**src/hdl/tfl_pkg.sv**
```systemverilog
// ---------------------------------------------------------------------------
// tfl_pkg
// Shared types and constants of the torch/flash LED owner control unit.
// ---------------------------------------------------------------------------
`default_nettype none

package tfl_pkg;

   localparam int MA_W    = 10;   // request current width
   localparam int THR_W   = 10;   // threshold register width
   localparam int BASE_W  = 6;    // mA/25 less one, at most 39
   localparam int CODE_W  = 9;    // drive code width
   localparam int ADDR_W  = 3;    // csr byte address width
   localparam int DATA_W  = 32;   // csr data width

   localparam logic [THR_W-1:0] CAMERA_THR_RESET = THR_W'(250);
   localparam logic [THR_W-1:0] COMM_THR_RESET   = THR_W'(100);

   // Register indexes, taken from csr address bit 2
   localparam logic REG_CAMERA_THR = 1'b0;
   localparam logic REG_COMM_THR   = 1'b1;

   // Requester codes
   localparam logic MODE_CAMERA = 1'b0;
   localparam logic MODE_COMM   = 1'b1;

   // mA/25 as (mA * 1311) >> 15, exact for 10-bit currents
   localparam int DIV25_MUL   = 1311;
   localparam int DIV25_SHIFT = 15;

   // ceil(b*1000/79) as (b*1000+78)*53093 >> 22
   localparam logic [31:0] FLASH_MUL   = 32'd53093000;
   localparam logic [31:0] FLASH_ADD   = 32'd4141254;
   localparam int          FLASH_SHIFT = 22;

   // ceil(b*200/15) as (b*200+14)*8739 >> 17
   localparam logic [31:0] TORCH_MUL   = 32'd1747800;
   localparam logic [31:0] TORCH_ADD   = 32'd122346;
   localparam int          TORCH_SHIFT = 17;

   localparam logic [CODE_W-1:0] CODE_MAX = '1;
   localparam logic [CODE_W-1:0] CODE_MIN = CODE_W'(1);

   // Request after the front stage
   typedef struct packed {
      logic              mode;
      logic              ma_zero;
      logic              flash;
      logic [BASE_W-1:0] base;
   } item_type;

endpackage

`default_nettype wire

```
**src/hdl/torch_flash_led_owner_control_unit.sv**
```systemverilog
// ---------------------------------------------------------------------------
// torch_flash_led_owner_control_unit
// Torch/flash LED drive control shared by a camera and a comm requester.
// ---------------------------------------------------------------------------
// Each request (requester in tuser, current in mA in tdata) yields one
// response with the flash and torch drive state and both owner flags as they
// stand after the request. Requests pass an input register, where the current
// is divided by 25 and compared with the requester's flash threshold, then the
// drive code scaling and owner rules, whose state register is the response
// register. One request is taken every cycle while responses are drained.
// Thresholds are written over the csr port; the user must write them only
// while no request is in flight, as the block does not enforce this.
`default_nettype none

module torch_flash_led_owner_control_unit (
   input  wire logic                       clock,
   input  wire logic                       reset,
   // request
   input  wire logic                       req_tvalid,
   output logic                            req_tready,
   input  wire logic [15:0]                req_tdata,   // [9:0] milliamps
   input  wire logic                       req_tuser,   // [0] mode
   // response
   output logic                            rsp_tvalid,
   input  wire logic                       rsp_tready,
   output logic      [23:0]                rsp_tdata,
   // [0] flash_active, [9:1] flash_level, [10] torch_active,
   // [19:11] torch_level, [20] camera_owns, [21] comm_owns
   // csr
   input  wire logic                       csr_psel,
   input  wire logic                       csr_penable,
   input  wire logic                       csr_pwrite,
   input  wire logic [tfl_pkg::ADDR_W-1:0] csr_paddr,
   input  wire logic [tfl_pkg::DATA_W-1:0] csr_pwdata,
   output logic      [tfl_pkg::DATA_W-1:0] csr_prdata,
   output logic                            csr_pready
);

   logic [tfl_pkg::THR_W-1:0] camera_thr;
   logic [tfl_pkg::THR_W-1:0] comm_thr;
   logic                      take;
   logic                      item_valid;
   tfl_pkg::item_type         item;

   tfl_csr u_csr (
      .clock       (clock),
      .reset       (reset),
      .csr_psel    (csr_psel),
      .csr_penable (csr_penable),
      .csr_pwrite  (csr_pwrite),
      .csr_paddr   (csr_paddr),
      .csr_pwdata  (csr_pwdata),
      .csr_prdata  (csr_prdata),
      .csr_pready  (csr_pready),
      .camera_thr  (camera_thr),
      .comm_thr    (comm_thr)
   );

   tfl_front u_front (
      .clock      (clock),
      .reset      (reset),
      .req_tvalid (req_tvalid),
      .req_tready (req_tready),
      .req_tdata  (req_tdata),
      .req_tuser  (req_tuser),
      .camera_thr (camera_thr),
      .comm_thr   (comm_thr),
      .take       (take),
      .item_valid (item_valid),
      .item       (item)
   );

   tfl_owner u_owner (
      .clock      (clock),
      .reset      (reset),
      .item_valid (item_valid),
      .item       (item),
      .take       (take),
      .rsp_tvalid (rsp_tvalid),
      .rsp_tready (rsp_tready),
      .rsp_tdata  (rsp_tdata)
   );

endmodule

`default_nettype wire

```
**src/hdl/tfl_csr.sv**
```systemverilog
// ---------------------------------------------------------------------------
// tfl_csr
// Threshold registers behind a simple APB-style port.
// ---------------------------------------------------------------------------
`default_nettype none

module tfl_csr (
   input  wire logic                        clock,
   input  wire logic                        reset,
   input  wire logic                        csr_psel,
   input  wire logic                        csr_penable,
   input  wire logic                        csr_pwrite,
   input  wire logic [tfl_pkg::ADDR_W-1:0]  csr_paddr,
   input  wire logic [tfl_pkg::DATA_W-1:0]  csr_pwdata,
   output logic      [tfl_pkg::DATA_W-1:0]  csr_prdata,
   output logic                             csr_pready,
   output logic      [tfl_pkg::THR_W-1:0]   camera_thr,
   output logic      [tfl_pkg::THR_W-1:0]   comm_thr
);

   logic [tfl_pkg::THR_W-1:0] camera_thr_ff, camera_thr_in;
   logic [tfl_pkg::THR_W-1:0] comm_thr_ff, comm_thr_in;
   logic                      wr_en;

   assign csr_pready = 1'b1;
   assign wr_en      = csr_psel && csr_penable && csr_pwrite && csr_pready;

   always_comb begin
      camera_thr_in = camera_thr_ff;
      comm_thr_in   = comm_thr_ff;
      if (wr_en) begin
         unique case (csr_paddr[2])
            tfl_pkg::REG_CAMERA_THR: camera_thr_in = csr_pwdata[tfl_pkg::THR_W-1:0];
            tfl_pkg::REG_COMM_THR:   comm_thr_in   = csr_pwdata[tfl_pkg::THR_W-1:0];
            default:                 camera_thr_in = camera_thr_ff;
         endcase
      end
   end

   always_ff @(posedge clock) begin
      if (reset) begin
         camera_thr_ff <= tfl_pkg::CAMERA_THR_RESET;
         comm_thr_ff   <= tfl_pkg::COMM_THR_RESET;
      end else begin
         camera_thr_ff <= camera_thr_in;
         comm_thr_ff   <= comm_thr_in;
      end
   end

   always_comb begin
      unique case (csr_paddr[2])
         tfl_pkg::REG_CAMERA_THR:
            csr_prdata = {{(tfl_pkg::DATA_W-tfl_pkg::THR_W){1'b0}}, camera_thr_ff};
         tfl_pkg::REG_COMM_THR:
            csr_prdata = {{(tfl_pkg::DATA_W-tfl_pkg::THR_W){1'b0}}, comm_thr_ff};
         default:
            csr_prdata = '0;
      endcase
   end

   assign camera_thr = camera_thr_ff;
   assign comm_thr   = comm_thr_ff;

endmodule

`default_nettype wire

```
**src/hdl/tfl_front.sv**
```systemverilog
// ---------------------------------------------------------------------------
// tfl_front
// Input register: takes a request, divides the current by 25 and compares
// it against the requester's flash threshold.
// ---------------------------------------------------------------------------
`default_nettype none

module tfl_front (
   input  wire logic                       clock,
   input  wire logic                       reset,
   input  wire logic                       req_tvalid,
   output logic                            req_tready,
   input  wire logic [15:0]                req_tdata,
   input  wire logic                       req_tuser,
   input  wire logic [tfl_pkg::THR_W-1:0]  camera_thr,
   input  wire logic [tfl_pkg::THR_W-1:0]  comm_thr,
   input  wire logic                       take,
   output logic                            item_valid,
   output tfl_pkg::item_type               item
);

   logic                    valid_ff, valid_in;
   tfl_pkg::item_type       item_ff, item_in;
   logic [tfl_pkg::MA_W-1:0]  ma;
   logic [tfl_pkg::THR_W-1:0] thr;
   logic [20:0]             prod;
   logic [5:0]              quot;
   logic                    accept;

   assign ma         = req_tdata[tfl_pkg::MA_W-1:0];
   assign req_tready = !valid_ff || take;
   assign accept     = req_tvalid && req_tready;

   always_comb begin
      thr  = (req_tuser == tfl_pkg::MODE_COMM) ? comm_thr : camera_thr;
      prod = 21'(ma) * 21'(tfl_pkg::DIV25_MUL);
      quot = prod[tfl_pkg::DIV25_SHIFT +: 6];

      item_in.mode    = req_tuser;
      item_in.ma_zero = (ma == '0);
      item_in.flash   = (ma > thr);
      item_in.base    = (quot > 6'd1) ? quot - 6'd1 : '0;
   end

   always_comb begin
      priority if (accept) valid_in = 1'b1;
      else if (take)       valid_in = 1'b0;
      else                 valid_in = valid_ff;
   end

   always_ff @(posedge clock) begin
      if (reset) begin
         valid_ff <= 1'b0;
      end else begin
         valid_ff <= valid_in;
      end
   end

   always_ff @(posedge clock) begin
      if (accept) begin
         item_ff <= item_in;
      end
   end

   assign item_valid = valid_ff;
   assign item       = item_ff;

endmodule

`default_nettype wire

```
**src/hdl/tfl_owner.sv**
```systemverilog
// ---------------------------------------------------------------------------
// tfl_owner
// Drive code scaling, owner rules and the light state, which doubles as the
// result register.
// ---------------------------------------------------------------------------
`default_nettype none

module tfl_owner (
   input  wire logic                clock,
   input  wire logic                reset,
   input  wire logic                item_valid,
   input  wire tfl_pkg::item_type   item,
   output logic                     take,
   output logic                     rsp_tvalid,
   input  wire logic                rsp_tready,
   output logic [23:0]              rsp_tdata
);

   logic                        rsp_valid_ff, rsp_valid_in;
   logic                        flash_on_ff, flash_on_in;
   logic                        torch_on_ff, torch_on_in;
   logic [tfl_pkg::CODE_W-1:0]  level_ff, level_in;
   logic                        camera_owner_ff, camera_owner_in;
   logic                        comm_owner_ff, comm_owner_in;
   logic [31:0]                 prod;
   logic [9:0]                  raw_code;
   logic [tfl_pkg::CODE_W-1:0]  code;
   logic                        turn_on, turn_off;

   assign take = item_valid && (!rsp_valid_ff || rsp_tready);

   // ceil-scaled drive code, then clamp to 1..511
   always_comb begin
      if (item.flash) begin
         prod     = 32'(item.base) * tfl_pkg::FLASH_MUL + tfl_pkg::FLASH_ADD;
         raw_code = prod[tfl_pkg::FLASH_SHIFT +: 10];
      end else begin
         prod     = 32'(item.base) * tfl_pkg::TORCH_MUL + tfl_pkg::TORCH_ADD;
         raw_code = prod[tfl_pkg::TORCH_SHIFT +: 10];
      end
      priority if (raw_code == '0)      code = tfl_pkg::CODE_MIN;
      else if (raw_code[9])             code = tfl_pkg::CODE_MAX;
      else                              code = raw_code[tfl_pkg::CODE_W-1:0];
   end

   always_comb begin
      camera_owner_in = camera_owner_ff;
      comm_owner_in   = comm_owner_ff;
      turn_on         = 1'b0;
      turn_off        = 1'b0;

      unique case (item.mode)
         tfl_pkg::MODE_CAMERA: begin
            if (item.ma_zero) begin
               if (camera_owner_ff != comm_owner_ff) begin
                  turn_off        = 1'b1;
                  camera_owner_in = 1'b0;
               end
            end else begin
               turn_on = 1'b1;
               if (!camera_owner_ff) begin
                  comm_owner_in   = 1'b0;
                  camera_owner_in = 1'b1;
               end
            end
         end
         tfl_pkg::MODE_COMM: begin
            if (item.ma_zero) begin
               if (!camera_owner_ff && comm_owner_ff) begin
                  turn_off      = 1'b1;
                  comm_owner_in = 1'b0;
               end
            end else if (!camera_owner_ff && !comm_owner_ff) begin
               turn_on       = 1'b1;
               comm_owner_in = 1'b1;
            end
         end
         default: turn_on = 1'b0;
      endcase

      priority if (turn_on) begin
         flash_on_in = item.flash;
         torch_on_in = !item.flash;
         level_in    = code;
      end else if (turn_off) begin
         flash_on_in = 1'b0;
         torch_on_in = 1'b0;
         level_in    = '0;
      end else begin
         flash_on_in = flash_on_ff;
         torch_on_in = torch_on_ff;
         level_in    = level_ff;
      end
   end

   always_comb begin
      priority if (take)     rsp_valid_in = 1'b1;
      else if (rsp_tready)   rsp_valid_in = 1'b0;
      else                   rsp_valid_in = rsp_valid_ff;
   end

   always_ff @(posedge clock) begin
      if (reset) begin
         rsp_valid_ff    <= 1'b0;
         flash_on_ff     <= 1'b0;
         torch_on_ff     <= 1'b0;
         level_ff        <= '0;
         camera_owner_ff <= 1'b0;
         comm_owner_ff   <= 1'b0;
      end else begin
         rsp_valid_ff <= rsp_valid_in;
         if (take) begin
            flash_on_ff     <= flash_on_in;
            torch_on_ff     <= torch_on_in;
            level_ff        <= level_in;
            camera_owner_ff <= camera_owner_in;
            comm_owner_ff   <= comm_owner_in;
         end
      end
   end

   assign rsp_tvalid = rsp_valid_ff;
   assign rsp_tdata  = {2'b00,
                        comm_owner_ff,
                        camera_owner_ff,
                        torch_on_ff ? level_ff : {tfl_pkg::CODE_W{1'b0}},
                        torch_on_ff,
                        flash_on_ff ? level_ff : {tfl_pkg::CODE_W{1'b0}},
                        flash_on_ff};

endmodule

`default_nettype wire
```
**config.mk**
```make
export PLATFORM = sky130hd
export DESIGN_NAME = torch_flash_led_owner_control_unit
export DESIGN_NICKNAME = d
export VERILOG_FILES = /design/src/hdl/tfl_pkg.sv /design/src/hdl/torch_flash_led_owner_control_unit.sv /design/src/hdl/tfl_csr.sv /design/src/hdl/tfl_front.sv /design/src/hdl/tfl_owner.sv
export SDC_FILE = /design/constraint.sdc
export NUM_CORES = 1
export LEC_CHECK = 0
export BUFFER_PORTS_ARGS = -buffer_cell sky130_fd_sc_hd__buf_2
export CAP_MARGIN = 30
export CORE_ASPECT_RATIO = 1.1
export CORE_MARGIN = 2
export CORE_UTILIZATION = 60
export DETAILED_ROUTE_END_ITERATION = 10
export PLACE_DENSITY = 0.83
export SYNTH_ARGS = -nofsm -noshare
export SYNTH_HDL_FRONTEND = slang
export SYNTH_HIERARCHICAL = 1
export SYNTH_SLANG_ARGS = --single-unit
```
**constraint.sdc**
```tcl
create_clock -name clock -period 6.45 [get_ports clock]
set_input_delay 0.9675 -clock clock [delete_from_list [all_inputs] [get_ports clock]]
set_output_delay 0.9675 -clock clock [all_outputs]
set_load 0.03 [all_outputs]
```
==> results.md <==
- Worst endpoint required time: 6480 ps
- Clock sink count: 44
- Site row count: 46
- Top flip-flop cell by instance count after synthesis: sky130_fd_sc_hd__dfxtp_1
- Fraction of final layout cells with drive strength greater than 1: 11.6%
- Final total negative setup slack: 0 ps
- Share of flip-flops with an asynchronous set or reset: 0%
- Overall routed net length: 19300 um
- Ordered list of cells on the worst path: buf_2 -> fa_1 -> xor2_1 -> ha_1 -> fa_1 -> inv_1 -> fa_1 -> inv_1 -> fa_1 -> ha_1 -> and2_2 -> and3_1 -> a211o_2 -> xnor2_1 -> nand2_1 -> nor2_1 -> mux2_2
- Remaining antenna violation count: 0
- Most frequent cells in the layout: sky130_fd_sc_hd__ha_1 (176), sky130_fd_sc_hd__inv_1 (93), sky130_fd_sc_hd__nor2_1 (66), sky130_fd_sc_hd__a21oi_1 (64), sky130_fd_sc_hd__buf_2 (62)
- Via count: 7608
- Final cycle utilization of the critical path: 92.0%
- Maximum number of pins on one net before global-route repair: 52
- Gr usage total: 24.7%
- I/O pin count: 118
- Area growth from synthesis to layout: 4.85%
- Final core occ: 64.5%
- Number of flops mapped to enable cells by yosys: 9
- Final worst path period need: 5940 ps
- Most area-hungry cell type in the Yosys netlist: sky130_fd_sc_hd__ha_1
- Post-synthesis instance area: 8890 um^2
- Buffer and inverter count on the worst path: 3
- Number of non-filler instances in the completed layout: 1276
- Library cells used by synthesis: 93
- First-pass GRT wire length: 33200 um
- Mean cell area of the mapped netlist: 8.49 um^2
- Maximum fanout along the worst path: 8
- Number of hold buffers added after CTS: 0
- Arrival time worst endpoint: 5970 ps
- Overflow left after global routing: 0
- Critical path class: in -> reg
- Die height: 132 um
- CTS tree: done
- Effective utilization at floorplan: 61.6%
- Top cell type's share of synthesized area: 24.8%
- Skew final: 4.42 ps
- # fillers: 1224
- Status: completed
- Clock Root Buffer: sky130_fd_sc_hd__clkbuf_16
- Transition time at the pin with the least slew margin: 1010 ps
- Number of storage elements in the synthesis netlist: 44
- Antenna cells: 0
- Die span in x: 120 um
- FMAX: 168 MHz
- Buffers inserted by post-CTS timing repair: 0
- Vias per cell: 5.96
- WL per Instance: 15.1 um
- Number of global-route vias before repair: 7449
- Most common cell after layout, fill and taps aside: sky130_fd_sc_hd__ha_1
- Violation count after the first detailed-route iteration: 498
- Total of warnings raised by yosys: 6
- Peak per-stage delay on the critical path: 600 ps
- Hold violation count in the final report: 0
- Cell repeated most along the worst path: sky130_fd_sc_hd__fa_1
- Worst setup slack before clock tree synthesis: 196 ps
- Core area: 14400 um^2
- Biggest area contributors in the synthesized netlist: sky130_fd_sc_hd__ha_1 (25%), sky130_fd_sc_hd__dfxtp_1 (7.9%), sky130_fd_sc_hd__fa_1 (7.9%), sky130_fd_sc_hd__mux2i_1 (4.3%), sky130_fd_sc_hd__inv_1 (3.9%)
- Slowest stage cell on the critical path: sky130_fd_sc_hd__fa_1
- Total of buffers placed on input and output ports: 62
- Largest delay share family, worst path: adder cells
- Gpl congestion: 0.901
- Antenna violations before repair: 0
- Max_slew headroom: 32.4%
- Nets: 1354
- CP startpoint kind: primary input
- DRC violation count after routing: 0
- Clock-pin slew of the registers on the worst-case setup and hold paths: 60 ps
- Max H-tree Level: 2
- Clock buffer depth: 2
- Number of detailed-routing iterations run before antenna repair: 5
- Die ar.: 15800 um^2
- Hold WC Path Type: reg -> reg
- Number of maximum-capacitance constraint violations: 0
- Placed cell count: 1269
- Gates resized, CTS repair: 0
- Clk Latency, worst-skew pair: 280 ps
- Final Worst Setup Slack: 513 ps
- Kind of capture point of the worst setup path: flop
- HPWL after DPL: 15900 um
- Final Max Slew Viols: 0
- Inserted Clock Buffers: 5
- Post-Syn Instances: 1047
- Proportion of synthesized chip area in sequential cells: 10.9%
- Unrepaired setup endpoints after global routing: no
- Final number of setup-violating endpoints: 0
==> worst reg2reg max path: cells and delay by family (launching register included) <==
family | cells | cell delay [ps]
XOR/XNOR | 2 | 310
adder cells (fa/ha/maj) | 4 | 1740
flip-flops | 1 | 550
AO/OA/AOI/OAI | 6 | 1470
multiplexers | 1 | 300
AND/OR/NAND/NOR | 4 | 1360
==> cell families (layout without fill, tap and decap cells) <==
kind of cell	count (synthesis)	in the layout	share of synthesized area, %
xor+xnor	52	52	5.29
flops	44	44	10.9
mux	54	54	6.30
fa+ha+maj	211	211	32.6
simple gates	297	297	18.5
other cells	3	25	0.127
compound gates	236	236	18.3
buf+inv	150	165	7.95
==> per-stage QoR <==
stage	hold slack (ps)	cell area [um^2]
6_report	489	9320
5_1_grt	515	9320
4_1_cts	489	9320
3_5_place_dp	465	9190
3_3_place_gp	456	9190
2_1_floorplan	439	8970
==> per-layer routing <==
metal  part of all wire [%]  track usage, %
met1                     43            30.0
met2                     51            45.0
met3                    3.1            2.65
met4                    2.8            7.97
met5                      0               0
==> cell type report <==
cell class	instances	area [um^2]	area share, %
inverter	93	349	3.74
multi-input combinational	875	7300	78.3
tap	192	240	2.58
sequential	44	971	10.4
timing repair buffer	65	333	3.57
clock buffer	6	129	1.38
clock inverter	1	5.00	0.0537
==> state kept, by name (all words and copies together) (netlist names), 9 cells and up <==
register	flops
u_csr/comm_thr	10
u_csr/camera_thr	10
u_front/item	9
u_owner/level_ff	9
==> worst paths after layout <==
kind | startpoint | to | slack, ps | cells after the start
setup / recovery | req_tdata[7] | u_front/item[4] | 510 | 17
hold / removal | u_front/item_valid | u_owner/rsp_tvalid | 490 | 2
setup reg to reg | u_front/item[3] | u_owner/level_ff[0] | 650 | 17
hold reg to reg | u_front/item_valid | u_owner/rsp_tvalid | 490 | 2
==> cell usage after synthesis, types with 5 or more instances <==
library cell / n
sky130_fd_sc_hd__nand3_1: 20
sky130_fd_sc_hd__a21oi_1: 64
sky130_fd_sc_hd__nor2b_1: 9
sky130_fd_sc_hd__fa_1: 35
sky130_fd_sc_hd__nor3_1: 19
sky130_fd_sc_hd__inv_1: 93
sky130_fd_sc_hd__dfxtp_1: 35
sky130_fd_sc_hd__or2_2: 5
sky130_fd_sc_hd__o21bai_1: 7
sky130_fd_sc_hd__buf_2: 12
sky130_fd_sc_hd__xor2_1: 21
sky130_fd_sc_hd__nand4_1: 13
sky130_fd_sc_hd__edfxtp_1: 9
sky130_fd_sc_hd__nand2_1: 45
sky130_fd_sc_hd__mux2_2: 16
sky130_fd_sc_hd__nor3b_1: 6
sky130_fd_sc_hd__ha_1: 176
sky130_fd_sc_hd__a211oi_1: 8
sky130_fd_sc_hd__o21a_1: 7
sky130_fd_sc_hd__and2_1: 28
sky130_fd_sc_hd__nand2b_1: 30
sky130_fd_sc_hd__nor4_1: 5
sky130_fd_sc_hd__and3_1: 11
sky130_fd_sc_hd__a31oi_1: 6
sky130_fd_sc_hd__o21ai_0: 41
sky130_fd_sc_hd__nor2_1: 66
sky130_fd_sc_hd__a21boi_0: 5
sky130_fd_sc_hd__mux2i_1: 38
sky130_fd_sc_hd__clkbuf_1: 11
sky130_fd_sc_hd__xnor2_1: 29
sky130_fd_sc_hd__o211ai_1: 8
sky130_fd_sc_hd__or3_1: 5
sky130_fd_sc_hd__buf_4: 32
sky130_fd_sc_hd__a21o_1: 24
Power is left out: the tool's default activity adds up to more than one toggle a clock period on the data nets, which glitch-free logic cannot reach.
